--- config.mk ---
export PLATFORM = sky130hd
export DESIGN_NAME = positional_list_editor_flat
export DESIGN_NICKNAME = d
export VERILOG_FILES = /design/src/rtl/ple_pkg.sv /design/src/rtl/ple_req_if.sv /design/src/rtl/ple_rsp_if.sv /design/src/rtl/positional_list_editor.sv /design/src/rtl/ple_mem.sv /design/src/rtl/ple_ctrl.sv /design/src/flat_wrapper.sv
export SDC_FILE = /design/constraint.sdc
export NUM_CORES = 2
export LEC_CHECK = 0
export CAP_MARGIN = 20
export CORE_MARGIN = 2
export CORE_UTILIZATION = 68
export DETAILED_ROUTE_END_ITERATION = 10
export DONT_BUFFER_PORTS = 1
export PLACE_DENSITY_LB_ADDON = 0.12
export SYNTH_ARGS = -nofsm -noshare
export SYNTH_HDL_FRONTEND = slang
export SYNTH_SLANG_ARGS = --single-unit
--- constraint.sdc ---
create_clock -name clk -period 8.48 [get_ports clk]
set_input_delay 0.848 -clock clk [delete_from_list [all_inputs] [get_ports clk]]
set_output_delay 0.848 -clock clk [all_outputs]
set_load 0.05 [all_outputs]
--- src/rtl/ple_pkg.sv ---
`timescale 1ns / 1ps
// ----------------------------------------------------------------------------
// ple_pkg
// Shared types and codes for the positional list editor.
// ----------------------------------------------------------------------------
package ple_pkg;

    localparam int ACT_W = 3;
    localparam int POS_W = 7;
    localparam int VAL_W = 32;
    localparam int ST_W  = 2;

    localparam logic [ACT_W-1:0] ACT_APPEND  = 3'd0;
    localparam logic [ACT_W-1:0] ACT_INSERT  = 3'd1;
    localparam logic [ACT_W-1:0] ACT_REMOVE  = 3'd2;
    localparam logic [ACT_W-1:0] ACT_REVERSE = 3'd3;
    localparam logic [ACT_W-1:0] ACT_QUERY   = 3'd4;

    localparam logic [ST_W-1:0] ST_OK    = 2'd0;
    localparam logic [ST_W-1:0] ST_RANGE = 2'd1;
    localparam logic [ST_W-1:0] ST_BAD   = 2'd2;

    typedef struct packed {
        logic [ACT_W-1:0]        action;
        logic [POS_W-1:0]        first_position;
        logic [POS_W-1:0]        last_position;
        logic signed [VAL_W-1:0] value;
    } ple_item_t;

    typedef struct packed {
        logic                    valid;
        logic signed [VAL_W-1:0] read_value;
        logic [ST_W-1:0]         status;
    } ple_res_t;

endpackage

--- src/rtl/ple_req_if.sv ---
`timescale 1ns / 1ps
// ----------------------------------------------------------------------------
// ple_req_if
// Request channel: one edit item per valid/ready handshake.
// ----------------------------------------------------------------------------
interface ple_req_if import ple_pkg::*; ();

    logic                    valid;
    logic                    ready;
    logic [ACT_W-1:0]        action;
    logic [POS_W-1:0]        first_position;
    logic [POS_W-1:0]        last_position;
    logic signed [VAL_W-1:0] value;

    modport source (
        output valid,
        output action,
        output first_position,
        output last_position,
        output value,
        input  ready
    );

    modport sink (
        input  valid,
        input  action,
        input  first_position,
        input  last_position,
        input  value,
        output ready
    );

endinterface

--- src/rtl/ple_rsp_if.sv ---
`timescale 1ns / 1ps
// ----------------------------------------------------------------------------
// ple_rsp_if
// Response channel: one result item per valid/ready handshake.
// ----------------------------------------------------------------------------
interface ple_rsp_if import ple_pkg::*; ();

    logic                    valid;
    logic                    ready;
    logic signed [VAL_W-1:0] read_value;
    logic [ST_W-1:0]         status;

    modport source (
        output valid,
        output read_value,
        output status,
        input  ready
    );

    modport sink (
        input  valid,
        input  read_value,
        input  status,
        output ready
    );

endinterface

--- src/rtl/positional_list_editor.sv ---
`timescale 1ns / 1ps
// Insert moves each later entry up one place and remove moves each later entry
// down, one read and one write per entry; reverse swaps pairs from both ends.
// One item at a time: a new item is accepted only after the previous result has
// passed to the output register; the walk over the element store is sequential.
// A finished result is held in the output register while the next item runs.
// Reset clears the element count and control; store contents are not cleared.
// ----------------------------------------------------------------------------
// positional_list_editor
// Bounded list of signed values with append, insert, remove, reverse, query.
// ----------------------------------------------------------------------------
module positional_list_editor import ple_pkg::*; #(
    parameter int DEPTH = 64
) (
    input  logic      clk,
    input  logic      rst_n,
    ple_req_if.sink   req,
    ple_rsp_if.source rsp
);

    localparam int CW = $clog2(DEPTH + 1);
    localparam int AW = $clog2(DEPTH);

    ple_item_t               item;
    ple_res_t                res;
    logic                    res_take;
    logic                    mem_we;
    logic [AW-1:0]           mem_waddr, mem_raddr;
    logic signed [VAL_W-1:0] mem_wdata, mem_rdata;
    logic [CW-1:0]           count;

    logic                    out_valid_reg;
    logic signed [VAL_W-1:0] out_value_reg;
    logic [ST_W-1:0]         out_status_reg;

    assign item.action         = req.action;
    assign item.first_position = req.first_position;
    assign item.last_position  = req.last_position;
    assign item.value          = req.value;

    ple_ctrl #(
        .DEPTH (DEPTH)
    ) u_ctrl (
        .clk        (clk),
        .rst_n      (rst_n),
        .item       (item),
        .item_valid (req.valid),
        .item_ready (req.ready),
        .res        (res),
        .res_take   (res_take),
        .mem_we     (mem_we),
        .mem_waddr  (mem_waddr),
        .mem_wdata  (mem_wdata),
        .mem_raddr  (mem_raddr),
        .mem_rdata  (mem_rdata),
        .count      (count)
    );

    ple_mem #(
        .DEPTH (DEPTH)
    ) u_mem (
        .clk   (clk),
        .we    (mem_we),
        .waddr (mem_waddr),
        .wdata (mem_wdata),
        .raddr (mem_raddr),
        .rdata (mem_rdata)
    );

    // output register
    assign res_take = res.valid && (!out_valid_reg || rsp.ready);

    always_ff @(posedge clk or negedge rst_n)
    begin
        if (!rst_n)
        begin
            out_valid_reg <= 1'b0;
        end
        else if (res_take)
        begin
            out_valid_reg <= 1'b1;
        end
        else if (rsp.ready)
        begin
            out_valid_reg <= 1'b0;
        end
    end

    always_ff @(posedge clk)
    begin
        if (res_take)
        begin
            out_value_reg  <= res.read_value;
            out_status_reg <= res.status;
        end
    end

    assign rsp.valid      = out_valid_reg;
    assign rsp.read_value = out_value_reg;
    assign rsp.status     = out_status_reg;

    a_ready_not_busy: assert property (@(posedge clk) disable iff (!rst_n)
        !(req.ready && res.valid))
        else $error("input ready while a result is pending");

    a_count_bound: assert property (@(posedge clk) disable iff (!rst_n)
        count <= CW'(DEPTH))
        else $error("element count above depth");

    a_count_step: assert property (@(posedge clk) disable iff (!rst_n)
        $past(rst_n) |-> (count == $past(count) || count == $past(count) + CW'(1) ||
                          count == $past(count) - CW'(1)))
        else $error("element count moved by more than one");

    a_take_shows: assert property (@(posedge clk) disable iff (!rst_n)
        res_take |=> (rsp.valid && (rsp.status == ST_OK || rsp.status == ST_RANGE ||
                                    rsp.status == ST_BAD)))
        else $error("taken result not presented");

endmodule

--- src/rtl/ple_mem.sv ---
`timescale 1ns / 1ps
// ----------------------------------------------------------------------------
// ple_mem
// Element store: one write port, one read port with registered read data.
// ----------------------------------------------------------------------------
module ple_mem import ple_pkg::*; #(
    parameter int DEPTH = 64
) (
    input  logic                             clk,
    input  logic                             we,
    input  logic [$clog2(DEPTH)-1:0]         waddr,
    input  logic signed [VAL_W-1:0]          wdata,
    input  logic [$clog2(DEPTH)-1:0]         raddr,
    output logic signed [VAL_W-1:0]          rdata
);

    logic signed [VAL_W-1:0] mem_reg [DEPTH];
    logic signed [VAL_W-1:0] rdata_reg;

    always_ff @(posedge clk)
    begin
        if (we)
        begin
            mem_reg[waddr] <= wdata;
        end
        rdata_reg <= mem_reg[raddr];
    end

    assign rdata = rdata_reg;

endmodule

--- src/rtl/ple_ctrl.sv ---
`timescale 1ns / 1ps
// ----------------------------------------------------------------------------
// ple_ctrl
// Sequencer: checks bounds, then walks the store step by step
// through a shared index step unit and a shared comparator.
// ----------------------------------------------------------------------------
module ple_ctrl import ple_pkg::*; #(
    parameter int DEPTH = 64
) (
    input  logic                              clk,
    input  logic                              rst_n,
    input  ple_item_t                         item,
    input  logic                              item_valid,
    output logic                              item_ready,
    output ple_res_t                          res,
    input  logic                              res_take,
    output logic                              mem_we,
    output logic [$clog2(DEPTH)-1:0]          mem_waddr,
    output logic signed [VAL_W-1:0]           mem_wdata,
    output logic [$clog2(DEPTH)-1:0]          mem_raddr,
    input  logic signed [VAL_W-1:0]           mem_rdata,
    output logic [$clog2(DEPTH+1)-1:0]        count
);

    localparam int CW = $clog2(DEPTH + 1);
    localparam int AW = $clog2(DEPTH);
    localparam int XW = (CW > POS_W) ? CW : POS_W;

    localparam logic [3:0] S_IDLE   = 4'd0;
    localparam logic [3:0] S_LOOP   = 4'd1;
    localparam logic [3:0] S_SH_RD  = 4'd2;
    localparam logic [3:0] S_SH_WR  = 4'd3;
    localparam logic [3:0] S_PUT    = 4'd4;
    localparam logic [3:0] S_RM_RD  = 4'd5;
    localparam logic [3:0] S_RM_WR  = 4'd6;
    localparam logic [3:0] S_RV_RLO = 4'd7;
    localparam logic [3:0] S_RV_RHI = 4'd8;
    localparam logic [3:0] S_RV_WLO = 4'd9;
    localparam logic [3:0] S_RV_WHI = 4'd10;
    localparam logic [3:0] S_Q_RD   = 4'd11;
    localparam logic [3:0] S_Q_DAT  = 4'd12;
    localparam logic [3:0] S_FIN    = 4'd13;

    logic [3:0]              state_reg, state_next;
    logic [CW-1:0]           count_reg, count_next;
    logic [ACT_W-1:0]        op_reg, op_next;
    logic [CW-1:0]           idx_reg, idx_next;
    logic [CW-1:0]           lim_reg, lim_next;
    logic signed [VAL_W-1:0] val_reg, val_next;
    logic signed [VAL_W-1:0] tmp_reg, tmp_next;
    logic signed [VAL_W-1:0] rd_reg, rd_next;
    logic [ST_W-1:0]         st_reg, st_next;

    logic [XW-1:0] p1x, p2x, cntx;
    logic          p1_ok, p2_ok, p_order, full;
    logic [CW-1:0] p1c, p1m, p2m;

    logic          step_dec;
    logic [CW-1:0] step_in, step_out;
    logic [CW-1:0] cmp_a, cmp_b;
    logic          gt;

    // bounds checks on the incoming item
    assign p1x     = XW'(item.first_position);
    assign p2x     = XW'(item.last_position);
    assign cntx    = XW'(count_reg);
    assign p1_ok   = (p1x != '0) && (p1x <= cntx);
    assign p2_ok   = (p2x != '0) && (p2x <= cntx);
    assign p_order = item.first_position <= item.last_position;
    assign full    = count_reg >= CW'(DEPTH);
    assign p1c     = CW'(item.first_position);
    assign p1m     = CW'(item.first_position - POS_W'(1));
    assign p2m     = CW'(item.last_position - POS_W'(1));

    // shared index step unit
    assign step_dec = (state_reg == S_SH_RD) || (state_reg == S_SH_WR) ||
                      (state_reg == S_RV_WHI);
    assign step_in  = (state_reg == S_RV_WHI) ? lim_reg : idx_reg;
    assign step_out = step_dec ? (step_in - CW'(1)) : (step_in + CW'(1));

    // shared loop comparator
    always_comb
    begin
        case (op_reg) inside
            ACT_APPEND, ACT_INSERT:
            begin
                cmp_a = idx_reg;
                cmp_b = lim_reg;
            end
            ACT_REMOVE:
            begin
                cmp_a = lim_reg;
                cmp_b = step_out;
            end
            default:
            begin
                cmp_a = lim_reg;
                cmp_b = idx_reg;
            end
        endcase
    end

    assign gt = cmp_a > cmp_b;

    always_comb
    begin
        state_next = state_reg;
        count_next = count_reg;
        op_next    = op_reg;
        idx_next   = idx_reg;
        lim_next   = lim_reg;
        val_next   = val_reg;
        tmp_next   = tmp_reg;
        rd_next    = rd_reg;
        st_next    = st_reg;
        mem_we     = 1'b0;
        mem_waddr  = idx_reg[AW-1:0];
        mem_wdata  = mem_rdata;
        mem_raddr  = idx_reg[AW-1:0];

        unique case (state_reg)
            S_IDLE:
            begin
                if (item_valid)
                begin
                    op_next    = item.action;
                    val_next   = item.value;
                    rd_next    = '0;
                    st_next    = ST_OK;
                    state_next = S_FIN;
                    case (item.action)
                        ACT_APPEND:
                        begin
                            if (full)
                            begin
                                st_next = ST_RANGE;
                            end
                            else
                            begin
                                idx_next   = count_reg;
                                lim_next   = count_reg;
                                state_next = S_LOOP;
                            end
                        end
                        ACT_INSERT:
                        begin
                            if (full || !p1_ok)
                            begin
                                st_next = ST_RANGE;
                            end
                            else
                            begin
                                idx_next   = count_reg;
                                lim_next   = p1c;
                                state_next = S_LOOP;
                            end
                        end
                        ACT_REMOVE:
                        begin
                            if (!p1_ok)
                            begin
                                st_next = ST_RANGE;
                            end
                            else
                            begin
                                idx_next   = p1m;
                                lim_next   = count_reg;
                                state_next = S_LOOP;
                            end
                        end
                        ACT_REVERSE:
                        begin
                            if (!p1_ok || !p2_ok || !p_order)
                            begin
                                st_next = ST_RANGE;
                            end
                            else
                            begin
                                idx_next   = p1m;
                                lim_next   = p2m;
                                state_next = S_LOOP;
                            end
                        end
                        ACT_QUERY:
                        begin
                            if (!p1_ok)
                            begin
                                st_next = ST_RANGE;
                            end
                            else
                            begin
                                idx_next   = p1m;
                                state_next = S_Q_RD;
                            end
                        end
                        default:
                        begin
                            st_next = ST_BAD;
                        end
                    endcase
                end
            end
            S_LOOP:
            begin
                case (op_reg) inside
                    ACT_APPEND, ACT_INSERT:
                    begin
                        state_next = gt ? S_SH_RD : S_PUT;
                    end
                    ACT_REMOVE:
                    begin
                        if (gt)
                        begin
                            state_next = S_RM_RD;
                        end
                        else
                        begin
                            count_next = count_reg - CW'(1);
                            state_next = S_FIN;
                        end
                    end
                    default:
                    begin
                        state_next = gt ? S_RV_RLO : S_FIN;
                    end
                endcase
            end
            S_SH_RD:
            begin
                mem_raddr  = step_out[AW-1:0];
                state_next = S_SH_WR;
            end
            S_SH_WR:
            begin
                mem_we     = 1'b1;
                idx_next   = step_out;
                state_next = S_LOOP;
            end
            S_PUT:
            begin
                mem_we     = 1'b1;
                mem_waddr  = lim_reg[AW-1:0];
                mem_wdata  = val_reg;
                count_next = count_reg + CW'(1);
                state_next = S_FIN;
            end
            S_RM_RD:
            begin
                mem_raddr  = step_out[AW-1:0];
                state_next = S_RM_WR;
            end
            S_RM_WR:
            begin
                mem_we     = 1'b1;
                idx_next   = step_out;
                state_next = S_LOOP;
            end
            S_RV_RLO:
            begin
                state_next = S_RV_RHI;
            end
            S_RV_RHI:
            begin
                mem_raddr  = lim_reg[AW-1:0];
                tmp_next   = mem_rdata;
                state_next = S_RV_WLO;
            end
            S_RV_WLO:
            begin
                mem_we     = 1'b1;
                idx_next   = step_out;
                state_next = S_RV_WHI;
            end
            S_RV_WHI:
            begin
                mem_we     = 1'b1;
                mem_waddr  = lim_reg[AW-1:0];
                mem_wdata  = tmp_reg;
                lim_next   = step_out;
                state_next = S_LOOP;
            end
            S_Q_RD:
            begin
                state_next = S_Q_DAT;
            end
            S_Q_DAT:
            begin
                rd_next    = mem_rdata;
                state_next = S_FIN;
            end
            S_FIN:
            begin
                if (res_take)
                begin
                    state_next = S_IDLE;
                end
            end
            default:
            begin
                state_next = S_IDLE;
            end
        endcase
    end

    always_ff @(posedge clk or negedge rst_n)
    begin
        if (!rst_n)
        begin
            state_reg <= S_IDLE;
            count_reg <= '0;
        end
        else
        begin
            state_reg <= state_next;
            count_reg <= count_next;
        end
    end

    always_ff @(posedge clk)
    begin
        op_reg  <= op_next;
        idx_reg <= idx_next;
        lim_reg <= lim_next;
        val_reg <= val_next;
        tmp_reg <= tmp_next;
        rd_reg  <= rd_next;
        st_reg  <= st_next;
    end

    assign item_ready     = state_reg == S_IDLE;
    assign res.valid      = state_reg == S_FIN;
    assign res.read_value = rd_reg;
    assign res.status     = st_reg;
    assign count          = count_reg;

endmodule

--- src/flat_wrapper.sv ---
// flat-port wrapper written by rule: the top's interface ports become plain ports
module positional_list_editor_flat import ple_pkg::*;
#(
    parameter int DEPTH = 64
)
  (clk, rst_n, req_valid, req_action, req_first_position, req_last_position, req_value, req_ready, rsp_valid, rsp_read_value, rsp_status, rsp_ready);
  ple_req_if req_i ();
  ple_rsp_if rsp_i ();
  input  logic clk;
  input  logic rst_n;
  input wire logic [$bits(req_i.valid)-1:0] req_valid;
  input wire logic [$bits(req_i.action)-1:0] req_action;
  input wire logic [$bits(req_i.first_position)-1:0] req_first_position;
  input wire logic [$bits(req_i.last_position)-1:0] req_last_position;
  input wire logic [$bits(req_i.value)-1:0] req_value;
  output wire logic [$bits(req_i.ready)-1:0] req_ready;
  output wire logic [$bits(rsp_i.valid)-1:0] rsp_valid;
  output wire logic [$bits(rsp_i.read_value)-1:0] rsp_read_value;
  output wire logic [$bits(rsp_i.status)-1:0] rsp_status;
  input wire logic [$bits(rsp_i.ready)-1:0] rsp_ready;
  assign req_i.valid = req_valid;
  assign req_i.action = req_action;
  assign req_i.first_position = req_first_position;
  assign req_i.last_position = req_last_position;
  assign req_i.value = req_value;
  assign req_ready = req_i.ready;
  assign rsp_valid = rsp_i.valid;
  assign rsp_read_value = rsp_i.read_value;
  assign rsp_status = rsp_i.status;
  assign rsp_i.ready = rsp_ready;
  positional_list_editor #(.DEPTH(DEPTH)) u_core (.clk(clk), .rst_n(rst_n), .req(req_i), .rsp(rsp_i));
endmodule
==> impl_results.md <==
* Die footprint at 131000 um2
* Mapped Nets at 4448
* CTS tree: done
* Mux contribution to synthesized area at 12.0%
* Total of endpoints with negative setup slack in the final report at 0
* Most common library cell in the layout ignoring fill and taps: sky130_fd_sc_hd__edfxtp_1
* Cell Chain, Critical Path: and4bb_2 -> mux2i_1 -> inv_1 -> fa_1 -> a21o_1 -> a21oi_1 -> xnor2_1 -> a21o_1 -> buf_4 -> nor2_4 -> buf_12 -> buf_4 -> a22oi_1 -> a21boi_0 -> or4_1
* Starting utilization of the core area at 68.3%
* Share of the clock period used by the worst path at 74.6%
* Share of synthesized cell area in and, or, nand and nor gates at 2.86%
* Worst setup skew after layout at 50.6 ps
* Root Buffer: sky130_fd_sc_hd__clkbuf_16
* Register bit count reported by yosys at 2241
* Number of placed instances, taps included at 5930
* Sequential fraction of the synthesis area at 77.0%
* Global-route wire length before repair at 328000 um
* Number of maximum-capacitance violations at 0
* Fmax at 158 MHz
* Crit path launch: u_core.u_ctrl.state_reg[1]
* Port bufs at 0
* Total Negative Setup Slacks at 0 ps
* Count of unique library cells instantiated by Yosys at 70
* Post-route ant nets at 0
* Routed wire length per instance at 36.5 um
* Post-route DRC violation count at 0
* Synthesized area at 86900 um2
* Arithmetic-cell share of the synthesized area counting full adders, half adders and majority gates at 0.659%
* Reg-to-reg endpoint: u_core.u_mem.rdata[3]
* Post-synthesis instance total at 4351
* Headroom to the max-slew limit at 11.9%
* Number of global-route vias before repair at 44.5k
* Depth of the worst register-to-register path at 15
* Placer's final routability congestion estimate at 0.884
* Setup Buffers After CTS at 0
* RSZ-0062 raised after global routing: false
* Share of final-layout standard cells stronger than drive strength 1 at 22.4%
* Non-Filler Cell Area, Final at 96900 um2
* DR vias at 46.5k
* Mean number of vias per cell at 7.35
* Maximum number of pins on one net before global-route repair at 101
* Worst Path Max Fanout at 68
* Critical Path Slowest Stage Cell: sky130_fd_sc_hd__dfrtp_1
* CTS sink cnt at 2241
* Worst-Margin Slew at 1320 ps
* Violation count after the first detailed-route iteration at 8285
* Share of the synthesized area in compound gates (AO/OA/AOI/OAI) at 5.79%
* Hold crit path type: input port to flip-flop
* Fill cell total of the finished layout at 6684
* Dominant register cell in the synthesized netlist: sky130_fd_sc_hd__edfxtp_1
* Reg2reg start: u_core.u_ctrl.state_reg[1]
* Yosys synthesis warning count at 0
* Startpoint-to-endpoint class of the critical path: flip-flop to flip-flop
* CP startpoint kind: flip-flop
* Horiz. Die Dim at 362 um
* Number of antenna violations at the first check in global routing at 17
* Area after DPL at 90000 um2
* Die Span Y at 362 um
* Async set-reset flop share out of synthesis at 0.535%
* HPWL after DPL at 128000 um
* Termination of the worst setup path: u_core.u_mem.rdata[3]
* Final critical-path required period at 6320 ps
* Commonest cells after routing, fill and taps aside: sky130_fd_sc_hd__edfxtp_1, sky130_fd_sc_hd__mux4_2, sky130_fd_sc_hd__a22oi_1, sky130_fd_sc_hd__nand2_1, sky130_fd_sc_hd__clkbuf_16
* Clock latency at the later pin of the worst-skew pair at 860 ps
* CTS clock-pin slew for the worst setup and hold paths at 60 ps
* Combinational family with the most area after synthesis: multiplexers
* Endpoint required time on the critical path at 9270 ps
* Length of the first detailed-routing pass in iterations at 9
* Flip-flop count of the largest register after layout at 2048
* Overall global routing resource usage at 36.0%
* Net total in the final layout at 4584
* Core region area at 127000 um2
* Register Area at 66900 um2
* Number of flops mapped to enable cells by yosys at 2197
* Number of gates given a new drive strength after cts at 0
* H-tree level count at 4
* Category of the worst setup path capture point: flip-flop
* Worst hold path startpoint: req_value[26]
* Multi-input logic area at 19400 um2
* Maximum buffer depth of the clock tree at 3
* Top-level I/O count at 89
* Final hold violation count at 0
* Pins over their slew limit at 0
* Arrival time worst endpoint at 7120 ps
* Worst reg-to-reg setup slack at 2160 ps
* Drt total wl at 231000 um
* Hold bufs inserted after CTS at 1
* Leftover overflow at the end of global routing at 0
* Number of buffers created by CTS at 211
* Crit path largest cell delay at 850 ps
* Area growth syn-to-layout at 11.4%
* Syn avg cell area at 20.0 um2
* Final Non-Filler Cells at 6331
* Xor/xnor share of the synthesized area at 0.232%
* Num rows at 131
* Status: complete, no violations
* Hold Worst Slack at 98.9 ps
-- per-stage QoR --
step,utilization (%),setup WS (ps)
after CTS,76.1,2360
after floorplan,-,3140
after global routing,76.1,1910
after detailed placement,70.7,2360
final,76.2,2160
after global placement,70.7,2300
-- cell type report --
cell class	count	share of cell area (%)
clock buffers	274	5.79
flip-flops and latches	2241	69.1
repair buffers	174	1.56
well taps	1662	2.15
clock inverters	113	1.26
inverters	28	0.109
multi-input cells	1831	20.0
diodes	8	0.0207
-- synth_stat cells, types with 10 or more instances --
cell,count,area share [%]
sky130_fd_sc_hd__nand2_1,253,1.1
sky130_fd_sc_hd__buf_6,14,0.18
sky130_fd_sc_hd__mux2i_1,47,0.54
sky130_fd_sc_hd__o21ai_0,58,0.33
sky130_fd_sc_hd__nor2b_1,11,0.079
sky130_fd_sc_hd__edfxtp_1,2197,76
sky130_fd_sc_hd__dfxtp_1,32,0.74
sky130_fd_sc_hd__mux4_2,432,11
sky130_fd_sc_hd__xnor2_1,15,0.15
sky130_fd_sc_hd__buf_4,11,0.095
sky130_fd_sc_hd__a21o_1,14,0.12
sky130_fd_sc_hd__a21boi_1,22,0.19
sky130_fd_sc_hd__a221oi_1,63,0.63
sky130_fd_sc_hd__a21oi_1,173,1.0
sky130_fd_sc_hd__a22oi_1,237,2.0
sky130_fd_sc_hd__or4_1,29,0.25
sky130_fd_sc_hd__and2_1,38,0.27
sky130_fd_sc_hd__buf_2,91,0.52
sky130_fd_sc_hd__nor2_1,119,0.51
sky130_fd_sc_hd__inv_1,28,0.12
sky130_fd_sc_hd__nand2b_1,11,0.079
sky130_fd_sc_hd__nand3_1,31,0.18
sky130_fd_sc_hd__a21boi_0,67,0.58
sky130_fd_sc_hd__mux2_2,20,0.26
sky130_fd_sc_hd__o21a_1,10,0.086
sky130_fd_sc_hd__clkbuf_1,117,0.51
sky130_fd_sc_hd__buf_1,18,0.078
sky130_fd_sc_hd__a22o_1,16,0.16
sky130_fd_sc_hd__ha_1,41,0.59
sky130_fd_sc_hd__dfrtp_1,12,0.35
-- per-layer routing --
layer	vias up	track usage (%)	wire length [um]
li1	18301	-	-
met1	23949	52.7	82300
met2	3782	53.1	106000
met3	506	9.16	32300
met4	10	14.5	10500
met5	-	0	66
-- worst min-delay path by stage --
stage	endpoint	slack, ps	depth (start not counted)
after CTS	u_core.u_ctrl.val_reg[22]	50	0
after global routing	u_core.u_ctrl.val_reg[22]	80	0
after floorplan	u_core.rsp.read_value[0]	400	0
after detailed placement	u_core.rsp.read_value[12]	400	0
final	u_core.u_ctrl.val_reg[26]	100	0
after global placement	u_core.rsp.read_value[22]	400	0
-- cell families after synthesis --
family	after synthesis
AND/OR/NAND/NOR	535
multiplexers	499
XOR/XNOR	23
flip-flops	2241
adder cells (fa/ha/maj)	44
AO/OA/AOI/OAI	730
buffers and inverters	279
-- critical path: cells and delay by family, from the launching register on --
kind	cells	cell delay (ps)
AOI/OAI and AO/OA	5	1710
buffers and inverters	4	1420
muxes	1	460
adders and majority gates	1	500
DFF	1	850
and+or+nand+nor	3	1120
xor gates and xnor gates	1	160
Power is left out: the tool's default activity adds up to more than one toggle a clock period on the data nets, which glitch-free logic cannot reach.
